==> src/design/loop_branch_profiler_top_defines.svh <==
// Assertion macros for the loop branch profiler.
// Used by loop_branch_profiler_top; expects aclk and aresetn in scope.
`ifndef LOOP_BRANCH_PROFILER_TOP_DEFINES_SVH
`define LOOP_BRANCH_PROFILER_TOP_DEFINES_SVH

// Same-cycle implication, checked out of reset.
`define LBP_ASSERT_NOW(lbl, ante, cons, msg) \
    lbl: assert property (@(posedge aclk) disable iff (!aresetn) (ante) |-> (cons)) \
        else $error(msg);

// Next-cycle implication, checked out of reset.
`define LBP_ASSERT_NEXT(lbl, ante, cons, msg) \
    lbl: assert property (@(posedge aclk) disable iff (!aresetn) (ante) |=> (cons)) \
        else $error(msg);

`endif

==> src/design/lbp_ram.sv <==
// Generic single-write, single-read RAM with registered read data.
// No dependencies.
module lbp_ram #(
    parameter int WIDTH = 8,
    parameter int DEPTH = 64
) (
    input  logic                             aclk,
    input  logic                             we,
    input  logic [$clog2(DEPTH)-1:0]         waddr,
    input  logic [WIDTH-1:0]                 wdata,
    input  logic [$clog2(DEPTH)-1:0]         raddr,
    output logic [WIDTH-1:0]                 rdata
);

    logic [WIDTH-1:0] mem [DEPTH];

    always_ff @(posedge aclk) begin
        if (we) begin
            mem[waddr] <= wdata;
        end
        rdata <= mem[raddr];
    end

endmodule

==> config.mk <==
export PLATFORM = sky130hd
export DESIGN_NAME = lbp_ram
export DESIGN_NICKNAME = d
export VERILOG_FILES = /design/src/design/loop_branch_profiler_top_defines.svh /design/src/design/lbp_ram.sv
export SDC_FILE = /design/constraint.sdc
export NUM_CORES = 1
export LEC_CHECK = 0
export BUFFER_PORTS_ARGS = -buffer_cell sky130_fd_sc_hd__buf_2
export CAP_MARGIN = 20
export CORE_ASPECT_RATIO = 1.1
export CORE_MARGIN = 2
export CORE_UTILIZATION = 39
export DETAILED_ROUTE_END_ITERATION = 8
export PLACE_DENSITY = 0.52
export RECOVER_POWER = 50
export SLEW_MARGIN = 20
export SYNTH_ARGS = -nofsm -noshare
export SYNTH_HDL_FRONTEND = slang
export SYNTH_SLANG_ARGS = --single-unit
==> constraint.sdc <==
create_clock -name aclk -period 4.9 [get_ports aclk]
set_input_delay 0.245 -clock aclk [delete_from_list [all_inputs] [get_ports aclk]]
set_output_delay 0.245 -clock aclk [all_outputs]
set_load 0.05 [all_outputs]
==> summary.txt <==
Outcome
  – Status: finished, violations left
  – Failing checks: max-capacitance violations, max-slew violations

Final layout
  – Fin cells: 1694
  – Area growth syn-to-layout: 11.6%
  – Nets: 1013
  – Fraction of layout cells with a size suffix above 1: 23.6%
  – Ant diodes: 0

Placed design
  – RePlAce Congestion: 0.809
  – Placed cell count: between 1.5k and 2k
  – Hpwl dp: 27.6 mm
  – IO buf count: 29

Synth
  – Syn Area/Cell: around 21 sq um
  – Synthesized area: between 20000 and 25000 sq um
  – Yosys warnings: 0
  – Compound-Gate Fraction of Synth Area: 2.07%
  – Synth Register Bits: between 500 and 600
  – Ys async rst share: 0%
  – Unique cell type count in the Yosys netlist: 40
  – Post-Synth XOR/XNOR Area: 0%
  – Synth Instances: 940
  – Number of synthesized flops with an enable pin: about 510
  – Largest family of logic cells by synthesized area: multiplexers
  – Proportion of synthesized area in mux cells: approximately 16%
  – Synth Area in Simple Gates: 3.39%
  – Synth Area in Adders: 0%
  – Syn Nets: between 900 and 1k
  – Seq/Total Area, Yosys: 77.0%
  – Main synth FF type: edfxtp_1

CTS
  – Post-CTS sizing: 0
  – Worst skew pair latency: 620 ps
  – TritonCTS buffer count: 53
  – CTS tree: done
  – Root buffer cell: clkbuf_16
  – H-tree Lvls: 2
  – Reg clk slew, reported paths: about 60 ps
  – Sink Count: 520
  – Cts hold-fix bufs: 0
  – Clock buffer depth: 3
  – Postcts setup bufs: 0

Setup path
  – Largest stage delay on the critical path: approximately 2200 ps
  – CP delay by family, top: buffers and inverters
  – Reg2reg end: rdata[2]
  – CP Max Fanout: 64
  – Worst setup startpoint: wdata[2]
  – Buf/Inv on CP: 2
  – Worst r2r src: mem[12][2]
  – Critical path required time: a little under 5000 ps
  – Crit start category: input pin
  – Slowest stage cell, crit path: clkbuf_1
  – CP endpoint: mem[31][2]
  – FF-to-FF path depth: 5
  – Endpoint type of the worst setup path: flip-flop
  – Crit path cell chain: buf_2 -> clkbuf_1
  – CP Class: input pin to flip-flop
  – CP arrival: 2570 ps
  – Crit path depth: 2
  – R2R Setup Slk: about 2900 ps

Route
  – DR WL met2: roughly 22 mm
  – Iteration-0 DRC Markers: around 830
  – Drt pass-1 iters: 5
  – DR vias: approximately 9.3k
  – Via/cell ratio: about 5.5
  – ANT nets after route: 0
  – Met3 wire length: between 2 and 3 mm
  – Highest routed layer: met4
  – DR WL/cell: around 28 um
  – Metal-1 WL: roughly 21 mm
  – Remaining DRCs: 0
  – Routed WL: roughly 47 mm

Power
  – Tot Pwr: just over 9 mW
  – Combinational fraction of design power: between 5 and 6%
  – IR drop worst, VDD: between 0.0002 and 0.0003 V
  – Clock Power Share: a little over 40%
  – Net switching power: approximately 2 mW
  – Static leakage: 6.89 nW
  – Switching part of the total: between 20 and 25%
  – Cell Int Power: around 7 mW
  – Cell Pwr Density: about 410 nW/um^2
  – Part of the power in registers: a little over half

Timing
  – RSZ-0062 raised after global routing: no
  – Final setup vio count: 0
  – Worst slew margin: -108%
  – Crit share post-route: a little over half
  – Max-slew violation total from the final report: 520
  – Skew final: between 20 and 30 ps
  – Minimum clock period: between 2000 and 3000 ps
  – F_max: roughly 0.38 GHz
  – Slew @ Worst Pin: about 3100 ps
  – Final hold violation count: 0
  – Setup TNS: 0 ps

Run
  – Total of max-cap violations: 8

Floorplanning
  – Chip Height: approximately 240 um
  – Row Count: 87
  – Area of the die: approximately 54000 sq um
  – Top-level I/O count: 30
  – Starting density of the core: 39.4%
  – Die span in x: 221 um
  – Core ar.: slightly above 50000 sq um

Global routing
  – Tot GR Track Use: ~18%
  – Vias in the first global route: about 9.6k
  – Overflow after GRT: 0
  – Largest net degree at the start of global routing: 70
  – First-pass GRT wire length: between 60 and 70 mm
  – Antenna violations before repair: 0

Min path
  – Worst min-delay path class: input pin to flip-flop
[power by group through the flow]
stage / combinational (mW) / clock (mW) / sequential [mW]
global placement: 0.483 / 0 / 5.04
finish: 0.476 / 3.72 / 4.95
detailed placement: 0.490 / 0 / 5.04
floorplan: 0.262 / 0 / 5.06
CTS: 0.492 / 3.80 / 4.94
global route: 0.513 / 3.98 / 4.95
[cell usage after synthesis, types with 2 or more instances]
master / n / area share, %
o21a_1: 2 / 0.074
o221ai_1: 8 / 0.35
o2111ai_1: 3 / 0.13
mux4_2: 126 / 14
nand2_1: 19 / 0.35
nor3_1: 7 / 0.17
mux2i_1: 23 / 1.1
a211oi_1: 4 / 0.15
a2111oi_0: 2 / 0.087
dfxtp_1: 8 / 0.79
buf_4: 13 / 0.48
nand2b_1: 7 / 0.22
buf_2: 11 / 0.27
mux2_2: 13 / 0.73
o221a_2: 2 / 0.11
nand4_1: 2 / 0.062
o2bb2ai_1: 3 / 0.13
nand3_1: 13 / 0.32
buf_12: 2 / 0.20
a21oi_1: 3 / 0.074
nor2_1: 83 / 1.5
buf_1: 4 / 0.074
o41ai_1: 2 / 0.087
o21ai_1: 2 / 0.050
buf_6: 4 / 0.22
o22ai_1: 8 / 0.25
clkbuf_1: 17 / 0.32
nor4_1: 2 / 0.062
o21ai_0: 2 / 0.050
edfxtp_1: 512 / 76
nor2b_1: 14 / 0.43
a22oi_1: 3 / 0.11
a221oi_1: 6 / 0.26
nand3b_1: 3 / 0.11
o32ai_1: 2 / 0.087
[placed cells by master, fill, tap and decap left out, types with 13 or more instances in the layout]
cell type,count
buf_2,23
buf_4,13
clkbuf_1,29
clkbuf_16,53
edfxtp_1,512
mux2_2,13
mux2i_1,23
mux4_2,126
nand2_1,19
nand3_1,13
nor2_1,83
nor2b_1,14
[flip-flops by register name (all words and copies together) (netlist names)]
signal / cells
mem: 512
rdata: 8
[stage by stage]
step	util (%)	area, sq um	hold WS [ps]	setup WS (ps)
finish	44.0	22500	87.4	2280
global route	44.0	22500	97.2	1990
CTS	44.1	22500	47.6	2470
detailed placement	41.0	21000	702	1830
global placement	41.0	21000	699	1860
floorplan	-	20200	344	2990
[worst min-delay path by stage]
stage | to | depth (start not counted) | start
floorplan | mem[0][0] | 0 | wdata[0]
global placement | rdata[2] | 3 | raddr[5]
detailed placement | rdata[1] | 3 | raddr[5]
CTS | rdata[1] | 3 | raddr[5]
global route | rdata[1] | 3 | raddr[5]
finish | rdata[1] | 3 | raddr[5]
[cells by family (layout without fill, tap and decap cells)]
family,Yosys count,in the layout
buf+inv,51,138
compound gates,54,54
mux,162,162
flops,520,520
simple gates,153,153
[metal layers]
metal / vias up / global-route usage [%]
li1: 4022 / -
met1: 4962 / 24.9
met2: 266 / 28.0
met3: 67 / 3.29
met4: 0 / 5.51
met5: - / 0
[final cells by class]
cell class	instances	area [sq um]
multi-input cells	369	4320
fillers	4405	28600
repair buffers	47	280
clock buffers	75	1430
clock inverters	16	121
well taps	667	835
flip-flops and latches	520	15500
(Power assumes the default switching activity.)
