[config.mk]
export PLATFORM = sky130hd
export DESIGN_NAME = lbp_search
export DESIGN_NICKNAME = d
export VERILOG_FILES = /design/src/design/loop_branch_profiler_top_defines.svh /design/src/design/lbp_pkg.sv /design/src/design/lbp_search.sv
export SDC_FILE = /design/constraint.sdc
export NUM_CORES = 1
export LEC_CHECK = 0
export BUFFER_PORTS_ARGS = -buffer_cell sky130_fd_sc_hd__buf_2
export CAP_MARGIN = 20
export CORE_MARGIN = 5
export CORE_UTILIZATION = 43
export DETAILED_ROUTE_END_ITERATION = 8
export GPL_TIMING_DRIVEN = 0
export PLACE_DENSITY = 0.8
export SLEW_MARGIN = 20
export SYNTH_ARGS = -nofsm -noshare
export SYNTH_HDL_FRONTEND = slang
export SYNTH_SLANG_ARGS = --single-unit
[constraint.sdc]
create_clock -name aclk -period 4.25 [get_ports aclk]
set_clock_uncertainty 0.2 [all_clocks]
set_input_delay 0.6375 -clock aclk [delete_from_list [all_inputs] [get_ports aclk]]
set_output_delay 0.6375 -clock aclk [all_outputs]
set_load 0.01 [all_outputs]
[src/design/loop_branch_profiler_top_defines.svh]
// Assertion macros for the loop branch profiler.
// Used by loop_branch_profiler_top; expects aclk and aresetn in scope.
`ifndef LOOP_BRANCH_PROFILER_TOP_DEFINES_SVH
`define LOOP_BRANCH_PROFILER_TOP_DEFINES_SVH

// Same-cycle implication, checked out of reset.
`define LBP_ASSERT_NOW(lbl, ante, cons, msg) \
    lbl: assert property (@(posedge aclk) disable iff (!aresetn) (ante) |-> (cons)) \
        else $error(msg);

// Next-cycle implication, checked out of reset.
`define LBP_ASSERT_NEXT(lbl, ante, cons, msg) \
    lbl: assert property (@(posedge aclk) disable iff (!aresetn) (ante) |=> (cons)) \
        else $error(msg);

`endif

[src/design/lbp_pkg.sv]
// Shared constants, types and helpers of the loop branch profiler.
// No dependencies.
package lbp_pkg;

    localparam int LOOP_ENTRIES = 64;
    localparam int ADDR_BITS    = 48;
    localparam int CNT_BITS     = 32;
    localparam int IDX_W        = (LOOP_ENTRIES > 1) ? $clog2(LOOP_ENTRIES) : 1;
    localparam int SCAN_W       = $clog2(LOOP_ENTRIES + 1);

    typedef logic [ADDR_BITS-1:0] addr_t;
    typedef logic [CNT_BITS-1:0]  cnt_t;
    typedef logic [IDX_W-1:0]     idx_t;

    // One table record, less the head address, which has a memory of its own.
    typedef struct packed {
        addr_t tail;
        cnt_t  iters;
        cnt_t  invokes;
        cnt_t  prior;
        cnt_t  changes;
    } loop_rec_t;

    // Outcome of a head search.
    typedef struct packed {
        logic done;
        logic hit;
        logic avail;
        idx_t idx;
    } search_res_t;

    function automatic cnt_t sat_inc(input cnt_t v);
        return (v == '1) ? v : v + 1'b1;
    endfunction

endpackage

[src/design/lbp_search.sv]
// Sequential head search: walks the head memory one entry a cycle, compares
// each entry in the cycle after its read, and tracks the first free entry. Depends on lbp_pkg.
module lbp_search
    import lbp_pkg::*;
(
    input  logic                    aclk,
    input  logic                    aresetn,
    input  logic                    start,
    input  addr_t                   key,
    input  logic [LOOP_ENTRIES-1:0] used,
    input  addr_t                   head_q,
    output idx_t                    rd_addr,
    output search_res_t             res
);

    logic              busy_reg, busy_next;
    logic [SCAN_W-1:0] scan_reg, scan_next;
    logic              chk_vld_reg, chk_vld_next;
    idx_t              chk_idx_reg, chk_idx_next;
    logic              free_vld_reg, free_vld_next;
    idx_t              free_idx_reg, free_idx_next;
    idx_t              scan_idx;

    assign scan_idx = scan_reg[IDX_W-1:0];
    assign rd_addr  = scan_idx;

    always_comb begin
        busy_next     = busy_reg;
        scan_next     = scan_reg;
        chk_vld_next  = 1'b0;
        chk_idx_next  = chk_idx_reg;
        free_vld_next = free_vld_reg;
        free_idx_next = free_idx_reg;
        res           = '0;

        if (start) begin
            busy_next     = 1'b1;
            scan_next     = '0;
            free_vld_next = 1'b0;
        end else if (busy_reg) begin
            // issue stage
            if (scan_reg < SCAN_W'(LOOP_ENTRIES)) begin
                chk_vld_next = 1'b1;
                chk_idx_next = scan_idx;
                scan_next    = scan_reg + 1'b1;
                if (!used[scan_idx] && !free_vld_reg) begin
                    free_vld_next = 1'b1;
                    free_idx_next = scan_idx;
                end
            end
            // compare stage
            if (chk_vld_reg && used[chk_idx_reg] && head_q == key) begin
                res.done     = 1'b1;
                res.hit      = 1'b1;
                res.idx      = chk_idx_reg;
                busy_next    = 1'b0;
                chk_vld_next = 1'b0;
            end else if (chk_vld_reg && chk_idx_reg == IDX_W'(LOOP_ENTRIES - 1)) begin
                res.done     = 1'b1;
                res.avail    = free_vld_reg;
                res.idx      = free_idx_reg;
                busy_next    = 1'b0;
                chk_vld_next = 1'b0;
            end
        end
    end

    always_ff @(posedge aclk) begin
        if (!aresetn) begin
            busy_reg     <= 1'b0;
            chk_vld_reg  <= 1'b0;
            free_vld_reg <= 1'b0;
        end else begin
            busy_reg     <= busy_next;
            chk_vld_reg  <= chk_vld_next;
            free_vld_reg <= free_vld_next;
        end
        scan_reg     <= scan_next;
        chk_idx_reg  <= chk_idx_next;
        free_idx_reg <= free_idx_next;
    end

endmodule
==> flow_results.org, run 1 <==
** Run status
- Outcome :: completed

** STA
- In the finished design, the share of the clock period the worst path needs comes to a little over 90%.
- Final worst hold slack :: roughly 280 ps
- The total count of max-transition violations in the final report is 0.
- At the pin with the least slew margin, the transition time is 817.5 ps.
- Setup slack after layout :: around 360 ps
- Final hold vios :: 0
- Measured against its own limit, the worst slew margin works out to between 40% and 50%.
- In the final timing run, aggregate negative setup slack is 0 ps.
- Total setup violations reported at the end of the flow :: 0
- Timing-limited maximum frequency :: about 260 MHz
- Setup repair after global routing missed its margin :: false
- Final critical delay including setup and external delays :: about 3900 ps

** Drt
- The routed design has roughly 9000 um of wire.
- The detail route stage leaves a number of antenna-violating nets equal to 0.
- For this block, the via count after detailed routing is 2732.
- Drt initial violations :: about 140
- After detailed routing, the number of vias per cell comes to 5.542.
- Wirelength per Cell :: 18.01 um
- The first TritonRoute pass finished after 5 iterations.
- After detailed routing, the number of remaining DRC violations is 0.

** Cells and area
- The layout has between 500 and 600 filler cells.
- The register with the most flip-flops in the layout has 7 of them.
- Layout area overhead :: 38.92%
- Cells with a size suffix above 1 make up 52.52% of the layout.
- The library cell used most frequently in the layout, excluding fill and tap cells, is sky130_fd_sc_hd__buf_2.
- After the last flow step, the layout net total stands at around 580.
- Most frequent cells in the layout :: 178 x sky130_fd_sc_hd__buf_2, 46 x sky130_fd_sc_hd__xnor2_1, 18 x sky130_fd_sc_hd__mux4_2

** Die
- The floorplan step defined a die boundary enclosing approximately 7900 um^2.
- For this design the top-level I/O count stands at between 150 and 200.
- Die Width :: 88.97 um
- The floorplan has 28 rows.
- The region available for standard cell placement spans ~6000 um^2.
- Vertical extent of the die :: slightly below 90 um
- Effective utilization at floorplan :: approximately 45%

** Synthesis
- Main synth FF type :: sky130_fd_sc_hd__edfxtp_1
- Fraction of the yosys area taken by sequential cells :: 20.91%
- Synthesis handed over a netlist of 236 instances.
- Yosys mapped the design onto 48 distinct sky130hd cell types.
- In this run, synthesis inferred 12 flip-flops with an integrated enable.
- Share of async-settable or async-resettable flops after synthesis :: 0%
- Synthesized area per cell :: 11.36 um^2
- Summing every instance area after synthesis gives between 2000 and 3000 um^2.
- After synthesis the netlist holds a flip-flop and latch count of 22.
- Net count after synthesis :: 400
- The Yosys step of the flow raised 0 warnings.

** GRT
- The first global-routing pass estimated 13460 um of wire.
- Grt total ovfl :: 0
- Entering global routing, the biggest net connects 13 pins.
- All-layer global routing usage :: a little over a fifth
- The number of global-route vias before repair came to ~3000.
- Number of antenna violations at the first check in global routing :: 0

** Placed design
- Pre-CTS setup slack :: 13.08 ps
- Detailed placer's ending HPWL :: approximately 7500 um
- The congestion estimate from routability-driven global placement came to 0.8655.
- I/O Buffers :: 177

** Setup path
- Setup CP Type :: flop to flop
- Worst-path maximum fanout :: 10
- STA puts the critical path data required time at between 3000 and 4000 ps.
- Data on the critical path arrives at its endpoint at between 3000 and 4000 ps.
- Critical path startpoint category :: flop
- CP endpoint kind :: flop

** Clock tree
- Number of levels the H-tree was split into :: 1
- No sink is reached through more buffers than the 2 on the longest clock path.
- In this run the clock root is driven by a sky130_fd_sc_hd__clkbuf_8.
- TritonCTS built the clock tree.
- Clock-pin slew was measured on the worst setup and hold paths at about 80 ps.
- Counting the buffers created by CTS gives 3.
- At the later pin of the worst-skew pair, clock insertion delay measures around 260 ps.
- After clock tree synthesis, the setup repair step added 0 buffers.
- Clock Sink Count :: 22

** Power and ir drop
- For this design the static power due to leakage is ~1.6 nW.
- Combinational logic is responsible for between 40% and 50% of the overall power.
- Net Sw Power :: 0.1844 mW
- Clock share of power :: 22.5%
- Largest vdd supply drop :: between 0.00015 and 0.0002 V
- The share of total power dissipated in sequential elements is ~36%.
- Net switching is between 20% and 30% of the power.
- Cell internal power was estimated by the tool at 0.4796 mW.
- Power spread over the standard cell area amounts to approximately 180 nW/um^2.

** Min path
- Class of the tightest hold or removal check :: flop to flop

** Run
- Across the run, the number of max-cap violations was 0.
## worst paths after layout
check         startpoint              end  slack [ps]  cells past startpoint
max          scan_reg[1]  free_idx_reg[4]         360                      6
min          scan_reg[4]   chk_idx_reg[4]         280                      0
max reg2reg  scan_reg[1]  free_idx_reg[4]         360                      6
min reg2reg  scan_reg[4]   chk_idx_reg[4]         280                      0
## per-stage QoR
step | total power, mW | util, % | instance area (um^2) | instances
2_1_floorplan | 0.3997 | - | 2681 | 236
3_3_place_gp | 0.5104 | 61.11 | 3661 | 488
3_5_place_dp | 0.5177 | 61.11 | 3661 | 488
4_1_cts | 0.6658 | 62.13 | 3722 | 492
5_1_grt | 0.6954 | 62.13 | 3722 | 492
6_report | 0.6640 | 62.18 | 3725 | 493
## worst max-delay path, stage by stage, from the launching register on
cell and delay [ps]:
sky130_fd_sc_hd__dfxtp_1 420, sky130_fd_sc_hd__clkbuf_1 360, sky130_fd_sc_hd__clkbuf_1 460, sky130_fd_sc_hd__mux4_1 400
sky130_fd_sc_hd__mux4_2 500, sky130_fd_sc_hd__mux4_2 540, sky130_fd_sc_hd__nor4_2 640
## timing repair
item / 4_1_cts / 5_1_grt
endpoints found under the setup margin: 6 / 0
gates resized for setup: 1 / 0
hold buffers: 0 / 0
## synthesized netlist by cell type (all sizes together), types with 2 or more instances
master / number / area (um^2)
nand2b: 3 / 18.77
inv: 2 / 7.510
nand3: 5 / 25.02
clkbuf: 8 / 31.28
o21ai: 2 / 10.00
nand2: 14 / 52.55
xor2: 6 / 52.55
nor4: 5 / 31.28
a21oi: 6 / 30.03
and2: 2 / 12.51
xnor2: 46 / 402.9
nor2: 15 / 58.81
edfxtp: 12 / 360.4
a2111oi: 2 / 42.54
nand3b: 5 / 37.54
o21a: 3 / 22.52
nor3: 2 / 10.01
nand4: 14 / 87.58
mux2i: 7 / 70.07
buf: 13 / 118.9
nor2b: 3 / 18.77
dfxtp: 10 / 200.2
mux4: 34 / 825.8
a221oi: 3 / 26.28
nor3b: 2 / 20.02
## logic make-up after synthesis
kind of cell / after synthesis / share of synthesized area (%)
and+or+nand+nor: 75 / 15.49
xor gates and xnor gates: 52 / 16.99
muxes: 41 / 33.41
buffers and inverters: 23 / 5.879
AOI/OAI and AO/OA: 22 / 6.860
DFF: 22 / 20.91
adders and majority gates: 1 / 0.4666
## metal layers
metal / wire, um / GRT usage, %
met4: 111 / 5.683
met3: 890 / 3.410
met5: 0 / 0
met2: 4798 / 42.51
met1: 3077 / 24.80
## layout make-up
cell class | instances | area (um^2) | area share (%)
clock buffers | 4 | 55.05 | 1.478
multi-input cells | 191 | 1969 | 52.87
flip-flops and latches | 22 | 560.5 | 15.05
plain buffers | 21 | 150.1 | 4.031
well taps | 75 | 93.84 | 2.519
inverters | 2 | 7.507 | 0.2015
repair buffers | 177 | 885.9 | 23.78
diodes | 1 | 2.502 | 0.06718
## power groups by stage
stage	sequential, mW	combinational, mW	clock [mW]
2_1_floorplan	0.241	0.159	0
3_3_place_gp	0.243	0.268	0
3_5_place_dp	0.243	0.274	0
4_1_cts	0.238	0.276	0.152
5_1_grt	0.239	0.299	0.157
6_report	0.238	0.276	0.149
No activity file was read; power rests on OpenSTA's default activity.
==> inputs of run 2 (changes only) <==
--- a/config.mk
+++ b/config.mk
@@ -5,13 +5,16 @@
 export SDC_FILE = /design/constraint.sdc
 export NUM_CORES = 1
 export LEC_CHECK = 0
+export ABC_AREA = 1
 export BUFFER_PORTS_ARGS = -buffer_cell sky130_fd_sc_hd__buf_2
 export CAP_MARGIN = 20
+export CELL_PAD_IN_SITES_DETAIL_PLACEMENT = 1
+export CELL_PAD_IN_SITES_GLOBAL_PLACEMENT = 1
 export CORE_MARGIN = 5
-export CORE_UTILIZATION = 43
+export CORE_UTILIZATION = 30
 export DETAILED_ROUTE_END_ITERATION = 8
 export GPL_TIMING_DRIVEN = 0
-export PLACE_DENSITY = 0.8
+export PLACE_DENSITY = 0.81
 export SLEW_MARGIN = 20
 export SYNTH_ARGS = -nofsm -noshare
 export SYNTH_HDL_FRONTEND = slang
==> flow_results.org, run 2 <==
** Run status
- Outcome :: completed (unchanged)

** GRT
- The first-pass GRT wire length was 26500 um (was 13460 um).
- All-layer global routing usage :: 21.92% (about the same)
- The maximum number of pins on one net before global-route repair was 13 (unchanged).
- Grt total ovfl :: 0 (unchanged)
- The number of global-route vias before repair came to 5473 (was 2922).
- The number of antenna violations at the first check in global routing was 0 (unchanged).

** Placed design
- The placed standard-cell area is 4832 um^2 (was 3661 um^2).
- The worst slack at placement is 1103 ps (was 13.08 ps).
- I/O Buffers :: 176 (was 177)
- The placer congestion estimate came to 0.8877 (was 0.8655).
- The sum of net half-perimeters after detailed placement is 14560 um (was 7539 um).

** Clock tree
- Post-CTS repair timing setup buffer count :: 0 (unchanged)
- The total of hold buffers inserted after clock tree synthesis was 0 (unchanged).
- Worst skew pair latency :: 250 ps (was 260 ps)
- The H-tree depth reported by CTS was 1 (unchanged).
- The clock-pin transition on the worst setup and hold timing paths came to 60 ps (was 80 ps).
- The number of buffers inserted during clock tree synthesis was 3 (unchanged).
- The clock sink count is 22 (unchanged).
- Clock tree from TritonCTS :: yes (unchanged)
- PostCTS Resize Cnt :: 0 (was 1)
- Clock root buffer :: sky130_fd_sc_hd__clkbuf_16 (was sky130_fd_sc_hd__clkbuf_8)
- The buffer levels on the longest clock path was 2 (unchanged).

** Cells and area
- Post-layout utilization of the core :: 40.63% (was 62.18%)
- Most frequent cells in the layout: 258 x sky130_fd_sc_hd__nand2_1, 185 x sky130_fd_sc_hd__buf_2, 144 x sky130_fd_sc_hd__inv_1 (was 178 x sky130_fd_sc_hd__buf_2, 46 x sky130_fd_sc_hd__xnor2_1, 18 x sky130_fd_sc_hd__mux4_2).
- Most common cell after layout, fill and taps aside :: sky130_fd_sc_hd__nand2_1 (was sky130_fd_sc_hd__buf_2)
- The number of flip-flops under the largest register name was 7 (unchanged).
- Fraction of layout instances using a drive strength above 1 :: 23.29% (was 52.52%)
- Layout fillers :: 1873 (was 504)
- Layout area overhead :: 31.54% (was 38.92%)
- The number of nets in the finished design came to 1084 (was 582).
- Antenna diode count :: 0 (was 1)
- Final std cell area, no fill :: 4921 um^2 (was 3725 um^2)

** STA
- The share of the cycle needed by the critical path after routing is 75.40% (was 91.56%).
- The total count of max-transition violations in the final report was 0 (unchanged).
- Final hold vios :: 0 (unchanged)
- Final worst hold slack :: 294.1 ps (was 278.7 ps)
- The transition at the pin with the smallest max-transition slack was 557.2 ps (was 817.5 ps).
- The upper clock frequency limit was 312.1 MHz (was 257.0 MHz).
- Final sum of negative setup slack :: 0 ps (unchanged)
- Total setup violations reported at the end of the flow :: 0 (unchanged)
- Final critical delay including setup and external delays :: 3205 ps (was 3891 ps)
- Setup repair after global routing missed its margin :: false (unchanged)
- The setup slack of the critical path after layout was 1045 ps (was 358.9 ps).
- The remaining max-slew budget at the tightest pin is 62.71% (was 45.05%).

** Min path
- The type of the most critical hold path is flop to flop (unchanged).
- Hold wc startpoint :: free_vld_reg (was scan_reg[4])

** Synthesis
- The mean cell area of the mapped netlist was 5.062 um^2 (was 11.36 um^2).
- Area share of the largest cell type after synthesis :: 25.89% (was 15.68%)
- Total of flip-flops plus latches after synthesis :: 22 (unchanged)
- Net count after synthesis :: 903 (was 400)
- Ranking of synthesized cells by area :: sky130_fd_sc_hd__nand2_1 26%, sky130_fd_sc_hd__inv_1 14%, sky130_fd_sc_hd__edfxtp_1 9.6%, sky130_fd_sc_hd__nor2_1 9.5%, sky130_fd_sc_hd__nand3_1 8.0% (was sky130_fd_sc_hd__mux4_1 16%, sky130_fd_sc_hd__mux4_2 15%, sky130_fd_sc_hd__xnor2_1 15%, sky130_fd_sc_hd__edfxtp_1 13%, sky130_fd_sc_hd__dfxtp_1 7.5%)
- The fraction of registers with async set or reset after synthesis came to 0% (unchanged).
- Top post-synthesis cells by count :: 258 x sky130_fd_sc_hd__nand2_1, 144 x sky130_fd_sc_hd__inv_1, 95 x sky130_fd_sc_hd__nor2_1 (was 46 x sky130_fd_sc_hd__xnor2_1, 18 x sky130_fd_sc_hd__mux4_2, 16 x sky130_fd_sc_hd__mux4_1)
- The library cell with the largest summed area after synthesis is sky130_fd_sc_hd__nand2_1 (was sky130_fd_sc_hd__mux4_1).
- Post-synthesis instance area :: 3741 um^2 (was 2681 um^2)
- The count of warnings emitted by yosys came to 0 (unchanged).
- The leading register cell type out of synthesis is sky130_fd_sc_hd__edfxtp_1 (unchanged).
- Synthesized instance count :: 739 (was 236)
- The share of the yosys chip area belonging to registers was 14.98% (was 20.91%).
- The post-synthesis cell type count came to 31 (was 48).
- Most used standard cell by instance count after synthesis :: sky130_fd_sc_hd__nand2_1 (was sky130_fd_sc_hd__xnor2_1)
- Number of enable flip-flop cells after synthesis :: 12 (unchanged)

** Setup path
- The endpoint arrival time on the critical path was 2370 ps (was 3590 ps).
- The required time of the worst setup path is 3410 ps (was 3950 ps).
- The category of the most critical setup path was flop to output pin (was flop to flop).
- The startpoint of the worst-slack reg-to-reg timing path is scan_reg[0] (was scan_reg[1]).
- The biggest fanout along the worst timing path is 10 (unchanged).
- The kind of start point of the critical path is a flop (unchanged).
- The endpoint class of the critical path is an output pin (was flop).
- The start point of the critical path is chk_idx_reg[1] (was scan_reg[1]).

** Drt
- Wirelength per Cell :: 15.49 um (was 18.01 um)
- The total via count in the routed design came to 5262 (was 2732).
- The residual antenna-violating net count after detailed routing is 0 (unchanged).
- The total length of routed wires is 16840 um (was 8877 um).
- The via count normalized by instance count was 4.841 (was 5.542).
- The total iterations of the first detailed-routing run is 5 (unchanged).
- DR DRC count :: 0 (unchanged)
- The violation count after the first detailed-routing iteration came to 279 (was 138).

** Power and ir drop
- Leak Pwr :: 2.954 nW (was 1.581 nW)
- The areal power density over the cells is 171.0 nW/um^2 (was 178.3 nW/um^2).
- Largest vdd supply drop :: 0.0001752 V (was 0.0001693 V)

** Die
- The vertical die dimension was 121.7 um (was 88.97 um).
- The core footprint was 12110 um^2 (was 5991 um^2).
- The area of the die is 14800 um^2 (was 7915 um^2).
- Effective utilization at floorplan :: 30.89% (was 44.76%)
- Die Width :: 121.7 um (was 88.97 um)
- The total I/O pin count was 178 (unchanged).
- The row count was 40 (was 28).

** Run
- Max Cap Viol :: 0 (unchanged)
-- run 2: cell types whose count changed after synthesis, moves of 31 or more --
cell	delta
sky130_fd_sc_hd__nand3_1	+55
sky130_fd_sc_hd__inv_1	+142
sky130_fd_sc_hd__xnor2_1	-32
sky130_fd_sc_hd__nor2_1	+81
sky130_fd_sc_hd__nand2_1	+244
sky130_fd_sc_hd__a21oi_1	+31
-- run 2: path summary, 6_finish.rpt --
path	to	slack, ps	depth (start not counted)
setup reg to reg	free_idx_reg[1]	1500	10
hold reg to reg	free_vld_reg	290	2
hold / removal	free_vld_reg	290	2
setup / recovery	res[3]	1050	12
-- run 2: stage by stage --
stage | std cells | power (mW)
after floorplan | 739 | 0.4568
after global placement | 1083 | 0.6160
after detailed placement | 1083 | 0.6246
after CTS | 1087 | 0.8433
after global routing | 1087 | 0.9009
final | 1087 | 0.8415
-- run 2: cell families (layout without fill, tap and decap cells) --
logic type | after synthesis | in the layout | synth area share [%]
xor+xnor | 14 | 14 | 3.278
simple gates | 437 | 437 | 48.06
fa+ha+maj | 1 | 1 | 0.3344
buf+inv | 175 | 355 | 19.73
compound gates | 90 | 90 | 13.61
flops | 22 | 22 | 14.98
-- run 2: critical path, stage by stage (launching register included) --
cell and delay [ps]:
sky130_fd_sc_hd__edfxtp_1 500, sky130_fd_sc_hd__inv_2 120, sky130_fd_sc_hd__buf_2 270, sky130_fd_sc_hd__o211ai_1 130, sky130_fd_sc_hd__nand3_1 110, sky130_fd_sc_hd__nand3_1 130, sky130_fd_sc_hd__nand2_1 110, sky130_fd_sc_hd__nand2_1 70
sky130_fd_sc_hd__nand2_2 90, sky130_fd_sc_hd__nand3_2 150, sky130_fd_sc_hd__nor2_1 200, sky130_fd_sc_hd__a21oi_1 60, sky130_fd_sc_hd__buf_2 140
-- run 2: layout make-up --
| type | count | area [um^2] | area share [%] |
|---|---|---|---|
| Inverter | 148 | 558.0 | 11.34 |
| Sequential cell | 22 | 560.5 | 11.39 |
| Multi-Input combinational cell | 542 | 2442 | 49.63 |
| Clock buffer | 4 | 88.84 | 1.805 |
| Timing Repair Buffer | 176 | 880.8 | 17.90 |
| Buffer | 27 | 180.2 | 3.661 |
| Tap cell | 168 | 210.2 | 4.272 |
-- run 2: metal layers --
layer	vias up	wire, um	global-route usage (%)
li1	2626	-	-
met1	2443	7288	28.18
met2	168	8191	39.41
met3	25	1065	2.832
met4	0	295	4.062
met5	-	0	0
-- run 2: report_power, final --
part | total [mW] | switching [mW] | leakage (nW) | internal [mW]
registers | 0.240 | 0.00788 | 0.195 | 0.232
logic | 0.384 | 0.230 | 2.71 | 0.154
clock network | 0.218 | 0.0744 | 0.0442 | 0.144
